### src/rtl/falu_pkg.sv
`timescale 1ns / 1ps

package falu_pkg;

	// Command codes
	localparam logic [4:0] CMD_FROM_FRAC = 5'd0;
	localparam logic [4:0] CMD_FROM_INT  = 5'd1;
	localparam logic [4:0] CMD_ADD       = 5'd2;
	localparam logic [4:0] CMD_ADD_INT   = 5'd3;
	localparam logic [4:0] CMD_SUB       = 5'd4;
	localparam logic [4:0] CMD_SUB_INT   = 5'd5;
	localparam logic [4:0] CMD_MUL       = 5'd6;
	localparam logic [4:0] CMD_MUL_INT   = 5'd7;
	localparam logic [4:0] CMD_DIV       = 5'd8;
	localparam logic [4:0] CMD_DIV_INT   = 5'd9;
	localparam logic [4:0] CMD_MIN       = 5'd10;
	localparam logic [4:0] CMD_MAX       = 5'd11;
	localparam logic [4:0] CMD_GT        = 5'd12;
	localparam logic [4:0] CMD_GT_INT    = 5'd13;
	localparam logic [4:0] CMD_LT        = 5'd14;
	localparam logic [4:0] CMD_LE        = 5'd15;
	localparam logic [4:0] CMD_LT_INT    = 5'd16;
	localparam logic [4:0] CMD_LE_INT    = 5'd17;
	localparam logic [4:0] CMD_CEIL      = 5'd18;
	localparam logic [4:0] CMD_FLOOR     = 5'd19;
	localparam logic [4:0] CMD_ROUND     = 5'd20;
	localparam logic [4:0] CMD_EQ        = 5'd21;

	// Status codes
	localparam logic [1:0] ST_OK    = 2'd0;
	localparam logic [1:0] ST_OVF   = 2'd1;
	localparam logic [1:0] ST_UNDER = 2'd2;
	localparam logic [1:0] ST_DIVZ  = 2'd3;

	localparam int FracBits = 32;
	localparam int DivSteps = 96;
	localparam logic [63:0] HalfLsb = 64'h0000_0000_8000_0000;

	// Result fields that ride along the divider chain
	typedef struct packed {
		logic [4:0]  cmd;
		logic [63:0] res;
		logic        cmp;
		logic [1:0]  st;
	} side_t;

	// Restoring divider state: remainder, dividend bits shifting out while
	// quotient bits shift in, divisor
	typedef struct packed {
		logic [63:0] rem;
		logic [95:0] bits;
		logic [63:0] dvs;
	} div_t;

	// Partial products of the Q32.32 multiply
	typedef struct packed {
		logic [63:0] hh;
		logic [63:0] hl;
		logic [63:0] lh;
		logic [63:0] ll;
	} prod_t;

endpackage

### src/rtl/falu_div_step.sv
`timescale 1ns / 1ps

module falu_div_step (
	input  logic             clk,
	input  logic             arst_n,
	input  logic             adv,
	input  logic             vld_in,
	input  falu_pkg::side_t  side_in,
	input  falu_pkg::div_t   div_in,
	output logic             vld_sn,
	output falu_pkg::side_t  side_sn,
	output falu_pkg::div_t   div_sn
);

	logic [64:0]    trial;
	logic [64:0]    diff;
	logic           ge;
	falu_pkg::div_t div_d;

	assign trial = {div_in.rem, div_in.bits[95]};
	assign diff  = trial - {1'b0, div_in.dvs};
	assign ge    = trial >= {1'b0, div_in.dvs};

	always_comb begin
		div_d.dvs  = div_in.dvs;
		div_d.rem  = ge ? diff[63:0] : trial[63:0];
		div_d.bits = {div_in.bits[94:0], ge};
	end

	always_ff @(posedge clk or negedge arst_n) begin
		if (!arst_n) begin
			vld_sn <= 1'b0;
		end else if (adv) begin
			vld_sn <= vld_in;
		end
	end

	always_ff @(posedge clk) begin
		if (adv) begin
			side_sn <= side_in;
			div_sn  <= div_d;
		end
	end

endmodule

### config.mk
export PLATFORM = sky130hd
export DESIGN_NAME = falu_div_step
export DESIGN_NICKNAME = d
export VERILOG_FILES = /design/src/rtl/falu_pkg.sv /design/src/rtl/falu_div_step.sv
export SDC_FILE = /design/constraint.sdc
export NUM_CORES = 1
export LEC_CHECK = 0
export BUFFER_PORTS_ARGS = -buffer_cell sky130_fd_sc_hd__buf_2
export CAP_MARGIN = 20
export CORE_AREA = 2 2 231 233
export DETAILED_ROUTE_END_ITERATION = 7
export DIE_AREA = 0 0 233 235
export PLACE_DENSITY = 0.57
export SLEW_MARGIN = 20
export SYNTH_ARGS = -nofsm -noshare
export SYNTH_HDL_FRONTEND = slang
export SYNTH_SLANG_ARGS = --single-unit
### constraint.sdc
create_clock -name clk -period 2 [get_ports clk]
set_input_delay 0.1 -clock clk [delete_from_list [all_inputs] [get_ports clk]]
set_output_delay 0.1 -clock clk [all_outputs]
set_load 0.02 [all_outputs]
==> results.py <==
metrics = {
    "outcome": {
        "status": "complete, but fails checks",
        "violations": "setup timing",
    },
    "finish": {
        "fin_cells": 2983,
        "drive_gt1_share_pct": 52.3,
        "final_core_util_pct": 49.6,
        "fin_nets": 2628,
        "multi_input_area_um2": 5750,
        "fillers": 4545,
        "regArea_um2": 8910,
        "fin_area_um2": 25900,
        "synthToLayoutAreaGrowth_pct": 84.1,
    },
    "global_routing": {
        "antenna_found_initial": 16,
        "grt_max_degree": 74,
        "grt-ovfl-total": 0,
        "grt_pass1_vias": 14000,
        "grt_pass1_wl_um": 83400,
        "grt_use_total_pct": 20.2,
    },
    "timing": {
        "tightest_slew_ns": 0.444,
        "setup_ws_ns": -0.371,
        "slew_headroom_pct": 70.2,
        "skew_ns": 0,
        "hold_violations": 0,
        "rsz0062_at_grt": "true",
        "setup_tns_ns": -20.68,
        "setup_violations": 65,
        "max_freq_mhz": 422,
        "post-route-period-util_pct": 119,
        "whs_ns": 0.0527,
        "min_period_ns": 2.37,
        "finalMaxSlewViolations": 0,
    },
    "yosys": {
        "synth_enable_flop_cells": 296,
        "synth_cells": 1034,
        "ys_top_cells_by_area": "edfxtp_1 63%, ha_1 5.7%, mux2_4 4.9%, a21oi_1 3.1%, inv_1 2.1%",
        "yosysMostFrequentCell": "edfxtp_1",
        "synthesis.area_um2": 14100,
        "synth.distinct_cells": 56,
        "synthArstFlopShare_pct": 0.337,
        "synth_warnings": 0,
        "yosys.area.top_type": "edfxtp_1",
        "synth_nets": 1399,
        "synth_top_area_share_pct": 63.1,
        "synthFlopType": "edfxtp_1",
        "ys_seq_area_share_pct": 63.3,
        "yosys-top-cells-count": "296 x edfxtp_1, 88 x a21oi_1, 80 x inv_1, 66 x nand2_1, 64 x ha_1",
        "synth-seq-cells": 297,
        "avgSynthCellArea_um2": 13.6,
    },
    "min_path": {
        "hold_end": "div_sn[160]",
        "hold_class": "input pin to flop",
        "hold_depth": 3,
        "worstHoldStart": "div_in[0]",
    },
    "placed_design": {
        "dp_hpwl_um": 41600,
        "placed_cell_area_um2": 20500,
        "gp_congestion": 0.857,
        "place_inst": 2581,
        "dp_slack_ns": -1.22,
        "portBuffers": 596,
    },
    "floorplan": {
        "die_y_um": 235,
        "coreArea_um2": 52200,
        "dieArea_um2": 54800,
        "initial_core_util_pct": 26.9,
        "die_w_um": 233,
        "num_io_pins": 597,
        "rows": 84,
    },
    "critical_path": {
        "rrSetupSlack_ns": 1.24,
        "crit_buf_inv": 6,
        "slowest_delay_ns": 0.29,
        "worstPathArrival_ns": 2.66,
        "endpoint_kind": "flop",
        "crit_type": "input pin to flop",
        "worstSetupStartpoint": "div_in[1]",
        "rr_startpoint": "vld_sn",
        "required_ns": 2.29,
        "critical_path.startpoint_type": "input pin",
        "rr_worst_depth": 1,
        "crit_slowest_cell": "mux2_4",
        "r2r_end": "vld_sn",
        "path_cells": "buf_12 > inv_4 > ha_4 > nand2b_4 > a211oi_4 > nor2_2 > o21bai_4 > a31oi_4 > o41ai_4 > buf_4 > a31oi_4 > o21ai_4 > a31oi_4 > buf_6 > buf_12 > clkbuf_16 > mux2_4",
        "worstPathMaxFanout": 4,
        "path_delay_family": "compound AO/OA/AOI/OAI gates",
        "cpMostUsedCell": "a31oi_4",
    },
    "power_and_ir_drop": {
        "ir_drop_mv": 0.589,
        "total_leakage_power_nw": 11.5,
        "power_mw": 20.1,
        "p_per_area_nw_per_um2": 774,
    },
    "clock_tree": {
        "numCtsBuffers": 35,
        "clk_latency_ns": 0.53,
        "clk_path_buf_depth": 3,
        "cts_root_buf": "clkbuf_16",
        "cts_tree": "built",
        "clk_pin_slew_ns": 0.06,
        "cts_sinks": 297,
        "h-tree-depth": 2,
    },
    "drt": {
        "wirelength_um": 57800,
        "dr.first_iter.drc_count": 602,
        "wl_per_cell_um": 19.4,
        "drc": 0,
        "vias": 13400,
        "firstDrtPassIters": 5,
        "vias_per_cell": 4.50,
        "ant_nets": 0,
    },
    "flow_run": {
        "drv_cap": 0,
    },
}
tightest hold or removal path, cell delays in order:
cell	delay (ns)
buf_2	0.11
ha_4	0.14
mux2i_1	0.07
layout by cell type (no fill, tap or decap), types with 13 or more instances in the layout:
cell	Yosys	routed
a21o_1	31	30
buf_6	6	24
buf_4	0	304
inv_2	0	15
nand2_1	66	55
nor2_1	49	42
ha_4	0	32
nor3_1	16	13
buf_2	1	573
nand4_1	22	22
clkbuf_16	0	37
a21oi_1	88	55
dlygate4sd3_1	0	298
xor2_1	26	26
o21bai_1	17	16
a21oi_2	0	24
inv_1	80	58
edfxtp_1	296	296
xnor2_1	32	29
ha_1	64	31
o21ai_0	41	24
mux2_4	46	59
kinds of logic after synthesis:
| logic type | synth area share, % |
|---|---|
| AO/OA/AOI/OAI | 11.0 |
| XOR/XNOR | 3.61 |
| adder cells (fa/ha/maj) | 5.83 |
| buffers and inverters | 3.29 |
| flip-flops | 63.3 |
| multiplexers | 6.40 |
| AND/OR/NAND/NOR | 6.54 |
routing by layer:
metal	share of wire, %	vias to the layer above	global-route usage [%]
li1	-	6355	-
met1	40	6441	23.6
met2	50	498	35.1
met4	3.1	14	7.26
met5	0.17	-	0
met3	7.4	120	5.83
timing repair:
item | 4_1_cts | 5_1_grt
endpoints found under the setup margin | 65 | 65
hold buffers | 298 | 0
pin swaps | 44 | 34
endpoints found under the hold margin | 327 | 0
buffers inserted | 20 | 8
resized for setup | 145 | 69
gates cloned | 8 | 1
report_power, final:
group	total, mW	switching (mW)	internal [mW]
Combinational	5.90	3.00	2.90
Sequential	7.76	0.181	7.58
Clock	6.39	2.67	3.72
worst max path at each step:
stage          slack (ns)           to  depth (start not counted)
5_1_grt             -0.46  div_sn[171]                         16
2_1_floorplan       -0.73  div_sn[176]                         14
3_5_place_dp        -1.22  div_sn[216]                         13
4_1_cts             -0.36  div_sn[200]                         17
6_report            -0.37  div_sn[175]                         17
3_3_place_gp        -1.22  div_sn[200]                         12
area by class of cell:
cell class / count / share of cell area [%]
clock buffers: 43 / 3.58
flip-flops and latches: 297 / 34.4
inverters: 80 / 1.25
multi-input cells: 626 / 22.2
diodes: 7 / 0.0676
well taps: 688 / 3.32
repair buffers: 1223 / 34.4
clock inverters: 19 / 0.768
registers in the layout, indices dropped and copies added, names as in the netlist:
signal / flops
div_sn: 224
side_sn: 72
vld_sn: 1
Power figures use the tool's default switching activity.
