--- src/rtl/falu_pkg.sv ---
`timescale 1ns / 1ps

package falu_pkg;

	// Command codes
	localparam logic [4:0] CMD_FROM_FRAC = 5'd0;
	localparam logic [4:0] CMD_FROM_INT  = 5'd1;
	localparam logic [4:0] CMD_ADD       = 5'd2;
	localparam logic [4:0] CMD_ADD_INT   = 5'd3;
	localparam logic [4:0] CMD_SUB       = 5'd4;
	localparam logic [4:0] CMD_SUB_INT   = 5'd5;
	localparam logic [4:0] CMD_MUL       = 5'd6;
	localparam logic [4:0] CMD_MUL_INT   = 5'd7;
	localparam logic [4:0] CMD_DIV       = 5'd8;
	localparam logic [4:0] CMD_DIV_INT   = 5'd9;
	localparam logic [4:0] CMD_MIN       = 5'd10;
	localparam logic [4:0] CMD_MAX       = 5'd11;
	localparam logic [4:0] CMD_GT        = 5'd12;
	localparam logic [4:0] CMD_GT_INT    = 5'd13;
	localparam logic [4:0] CMD_LT        = 5'd14;
	localparam logic [4:0] CMD_LE        = 5'd15;
	localparam logic [4:0] CMD_LT_INT    = 5'd16;
	localparam logic [4:0] CMD_LE_INT    = 5'd17;
	localparam logic [4:0] CMD_CEIL      = 5'd18;
	localparam logic [4:0] CMD_FLOOR     = 5'd19;
	localparam logic [4:0] CMD_ROUND     = 5'd20;
	localparam logic [4:0] CMD_EQ        = 5'd21;

	// Status codes
	localparam logic [1:0] ST_OK    = 2'd0;
	localparam logic [1:0] ST_OVF   = 2'd1;
	localparam logic [1:0] ST_UNDER = 2'd2;
	localparam logic [1:0] ST_DIVZ  = 2'd3;

	localparam int FracBits = 32;
	localparam int DivSteps = 96;
	localparam logic [63:0] HalfLsb = 64'h0000_0000_8000_0000;

	// Result fields that ride along the divider chain
	typedef struct packed {
		logic [4:0]  cmd;
		logic [63:0] res;
		logic        cmp;
		logic [1:0]  st;
	} side_t;

	// Restoring divider state: remainder, dividend bits shifting out while
	// quotient bits shift in, divisor
	typedef struct packed {
		logic [63:0] rem;
		logic [95:0] bits;
		logic [63:0] dvs;
	} div_t;

	// Partial products of the Q32.32 multiply
	typedef struct packed {
		logic [63:0] hh;
		logic [63:0] hl;
		logic [63:0] lh;
		logic [63:0] ll;
	} prod_t;

endpackage

--- src/rtl/falu_mul_sum.sv ---
`timescale 1ns / 1ps

module falu_mul_sum (
	input  logic             clk,
	input  logic             arst_n,
	input  logic             adv,
	input  logic             vld_s1,
	input  falu_pkg::side_t  side_s1,
	input  falu_pkg::div_t   div_s1,
	input  falu_pkg::prod_t  prod_s1,
	output logic             vld_s2,
	output falu_pkg::side_t  side_s2,
	output falu_pkg::div_t   div_s2
);

	logic [65:0]     sum;
	logic            is_mul;
	falu_pkg::side_t side_d;

	assign sum = {2'b0, prod_s1.hh[31:0], 32'b0} + {2'b0, prod_s1.hl}
		+ {2'b0, prod_s1.lh} + {34'b0, prod_s1.ll[63:32]};
	assign is_mul = side_s1.cmd == falu_pkg::CMD_MUL || side_s1.cmd == falu_pkg::CMD_MUL_INT;

	always_comb begin
		side_d = side_s1;
		if (is_mul) begin
			side_d.res = sum[63:0];
			side_d.st  = (prod_s1.hh[63:32] != 32'b0 || sum[65:64] != 2'b0)
				? falu_pkg::ST_OVF : falu_pkg::ST_OK;
		end
	end

	always_ff @(posedge clk or negedge arst_n) begin
		if (!arst_n) begin
			vld_s2 <= 1'b0;
		end else if (adv) begin
			vld_s2 <= vld_s1;
		end
	end

	always_ff @(posedge clk) begin
		if (adv) begin
			side_s2 <= side_d;
			div_s2  <= div_s1;
		end
	end

endmodule

--- config.mk ---
export PLATFORM = sky130hd
export DESIGN_NAME = falu_mul_sum
export DESIGN_NICKNAME = d
export VERILOG_FILES = /design/src/rtl/falu_pkg.sv /design/src/rtl/falu_mul_sum.sv
export SDC_FILE = /design/constraint.sdc
export NUM_CORES = 1
export LEC_CHECK = 0
export BUFFER_PORTS_ARGS = -buffer_cell sky130_fd_sc_hd__buf_2
export CAP_MARGIN = 20
export CORE_AREA = 4 4 331 333
export DETAILED_ROUTE_END_ITERATION = 10
export DIE_AREA = 0 0 335 337
export GPL_TIMING_DRIVEN = 0
export PLACE_DENSITY = 0.39
export SLEW_MARGIN = 20
export SYNTH_ARGS = -nofsm -noshare
export SYNTH_HDL_FRONTEND = slang
export SYNTH_SLANG_ARGS = --single-unit
export TNS_END_PERCENT = 20
--- constraint.sdc ---
create_clock -name clk -period 2 [get_ports clk]
set_input_delay 0.3 -clock clk [delete_from_list [all_inputs] [get_ports clk]]
set_output_delay 0.3 -clock clk [all_outputs]
set_load 0.005 [all_outputs]
==> summary.txt <==
outcome: finished, violations left
failing checks: negative setup slack
initial core utilization: 13.8%
Reg clk slew, reported paths: 0.06 ns
Final Skew: 0 ns
Rel. slew slack: 47.1%
Routed WL per cell: 20.3 um
Setup-failing EPs final: 57
grt peak-use layer: met2
Cells after Synth: 1,066
Syn Nets: 1,750
GPL Wtd Cong: 0.887
Num CTS Buffers: 40
Worst Hold Class: input pin to flip-flop
worst skew pair latency: 0.56 ns
Sw Ratio: 31.8%
die width: 335 um
cell internal pwr: 14.5 mW
Post-synth EDFFs: 296
H-tree depth: 2
sequential power share: 35.9%
num ports: 853
final worst-path cycle share: 171%
clock root cell: clkbuf_16
Fin Hold WS: 0.0805 ns
max cap viols: 0
CTS sink count: 297
Area Overhead vs Synth: 75.6%
DP Wirelength: 61,100 um
vias per std cell: 3.72
f_max: 293 MHz
Pwr Total: 21.2 mW
Period minus WS final: 3.41 ns
register area share after synthesis: 60.7%
Max Buffers Root-to-Sink: 3
final hold violation count: 0
Final Core Density: 24.2%
final setup margin: -1.41 ns
TritonCTS clock tree: done
initial antenna violation count: 18
WP data required: 2.31 ns
global route overflow: 0
worst-margin pin slew: 0.773 ns
largest net degree at the start of global routing: 99
Worst EP arrival: 3.72 ns
layout cells sized above 1: 44.9%
combinational fraction of design power: 30.7%
DRC: 0
Netlist cell types: 61
DIE HEIGHT: 337 um
DP Cell Count: 3,292
TritonRoute pass-1 iters: 5
# nets final: 2,933
clock power share: 33.4%
Warnings, synthesis: 0
first-pass GRT wire length: 102,000 um
Routed WL: 75,000 um
dpl ws: -3.22 ns
Worst setup SP type: input pin
die area: 0.113 mm^2
Total GRT Usage: 12.4%
post-route ant nets: 0
Synth Register Bits: 297
worst-path fanout max: 4
count of non-filler cells in the finished layout: 3,689
Avg Inst Size Synth: 13.8 um^2
RSZ-0062 raised after global routing: true
met2 Track Usage GR: 22.4%
WS Path Type: input pin to flip-flop
Setup crit end kind: flip-flop
Row Count: 120
# fillers: 11,504
GR Util met3: 3.39%
static leakage: 10.9 nW
vias in the first global route: 14,827
I/O Buffers: 820
PwrDens: 823 mW/mm^2
VDD IR-drop max: 526 uV
synthesized area: 0.0147 mm^2
Most used DFF post-synth: edfxtp_1
switching power: 6.74 mW
Final Max Slew Viols: 0
initial DRC count: 712
routed via count: 13,727
Core ar.: 0.107 mm^2
GR Util met1: 14.3%
Post-synth ARST share: 0.337%
## power by group through the flow
stage | Clock [mW] | Combinational, mW | Sequential (mW)
CTS | 7.45 | 6.36 | 7.62
detailed placement | 0 | 5.33 | 7.73
global placement | 0 | 5.31 | 7.79
finish | 7.09 | 6.50 | 7.61
global route | 7.68 | 7.10 | 7.65
floorplan | 0 | 2.61 | 7.77
## routing by layer
metal / wire length, um / share of wire [%]
met1: 29400 / 39
met2: 37800 / 50
met3: 5380 / 7.2
met4: 2380 / 3.2
met5: 84 / 0.11
## worst paths after layout
kind | depth (start not counted) | endpoint | start | slack (ns)
worst max-delay path | 15 | side_s2[49] | prod_s1[34] | -1.41
worst min-delay path | 3 | side_s2[63] | side_s1[63] | 0.08
worst max register to register | 1 | vld_s2 | vld_s2 | 1.27
worst min register to register | 1 | vld_s2 | vld_s2 | 0.50
max in group asynchronous | 2 | vld_s2 | arst_n | 1.79
min in group asynchronous | 2 | vld_s2 | arst_n | 0.11
## synth_stat cells (9+ instances only)
library cell	count	area (um^2)
nor2_1	37	139
nand4_1	18	113
o21bai_1	15	113
xor2_1	30	263
fa_1	65	1300
nor3_1	10	50.1
nor4_1	9	56.3
nand2_1	113	424
clkbuf_1	32	120
nand3_1	9	45.0
xnor2_1	28	245
inv_1	23	86.3
a21oi_1	79	395
a21o_1	41	308
o21ai_0	78	390
o21ai_1	21	105
edfxtp_1	296	8890
ha_1	63	788
## critical path, stage by stage
cell	delay (ns)
buf_6	0.10
fa_2	0.62
ha_4	0.22
a21o_4	0.25
a22o_4	0.27
o311ai_4	0.39
o211ai_4	0.20
o2111a_2	0.34
o41ai_4	0.22
buf_6	0.18
buf_6	0.10
nor2_4	0.05
nor2_4	0.14
xor2_2	0.24
o21ai_1	0.09
## logic make-up after synthesis
family / Yosys count / share of synthesized area [%]
muxes: 2 / 0.153
xor gates and xnor gates: 58 / 3.46
adders and majority gates: 128 / 14.2
buffers and inverters: 56 / 1.44
DFF: 297 / 60.7
AOI/OAI and AO/OA: 290 / 12.5
and+or+nand+nor: 235 / 7.53
## cells in the final DEF (no fill, tap or decap), drive strengths merged, types with 3 or more instances in the layout
| cell | netlist | final |
|---|---|---|
| nor4 | 9 | 9 |
| edfxtp | 296 | 296 |
| and4 | 4 | 4 |
| dlygate4sd3 | 0 | 293 |
| a221oi | 4 | 4 |
| buf | 1 | 855 |
| ha | 63 | 63 |
| nor2b | 4 | 4 |
| nor2 | 37 | 37 |
| inv | 23 | 26 |
| nand4 | 18 | 18 |
| o211ai | 9 | 9 |
| a21oi | 80 | 80 |
| nand3b | 3 | 3 |
| nand2b | 8 | 8 |
| and3 | 8 | 8 |
| clkbuf | 32 | 77 |
| o21ai | 100 | 100 |
| clkinv | 0 | 15 |
| a21o | 41 | 41 |
| a211oi | 4 | 4 |
| nand2 | 113 | 113 |
| and2 | 4 | 4 |
| nor3 | 10 | 10 |
| o31ai | 8 | 8 |
| a21boi | 3 | 3 |
| bufinv | 0 | 3 |
| diode | 0 | 6 |
| nand3 | 9 | 9 |
| xnor2 | 28 | 28 |
| o21bai | 15 | 15 |
| o21a | 4 | 4 |
| xor2 | 30 | 30 |
| fa | 65 | 65 |
| a31oi | 4 | 4 |
## flip-flops by register name (all words and copies together) (netlist names)
signal   cells
div_s2     224
side_s2     72
vld_s2       1
## timing repair
action,4_1_cts,5_1_grt
pin swaps,37,39
gates resized for setup,93,49
hold endpoints to repair,293,0
endpoints found under the setup margin,64,60
buffers inserted,16,14
hold buffers,293,0
cloned,0,0
## stage by stage
stage               instance area (um^2)  setup TNS (ns)
floorplan                          14800          -49.83
global placement                   20600        -1318.79
detailed placement                 20700         -120.12
CTS                                25500          -51.21
global route                       25800          -56.62
finish                             25800          -52.14
## layout make-up
cell class                      instances  area, um^2  area share (%)
Buffer                                 28         115           0.447
Tap cell                             1403        1760            6.81
Inverter                               23        86.3           0.335
Sequential cell                       297        8910            34.6
Antenna cell                            6        15.0          0.0583
Multi-Input combinational cell        713        6220            24.2
Clock buffer                           51        1040            4.04
Timing Repair Buffer                 1146        7400            28.7
Clock inverter                         22         219           0.850
Power figures use the tool's default switching activity.
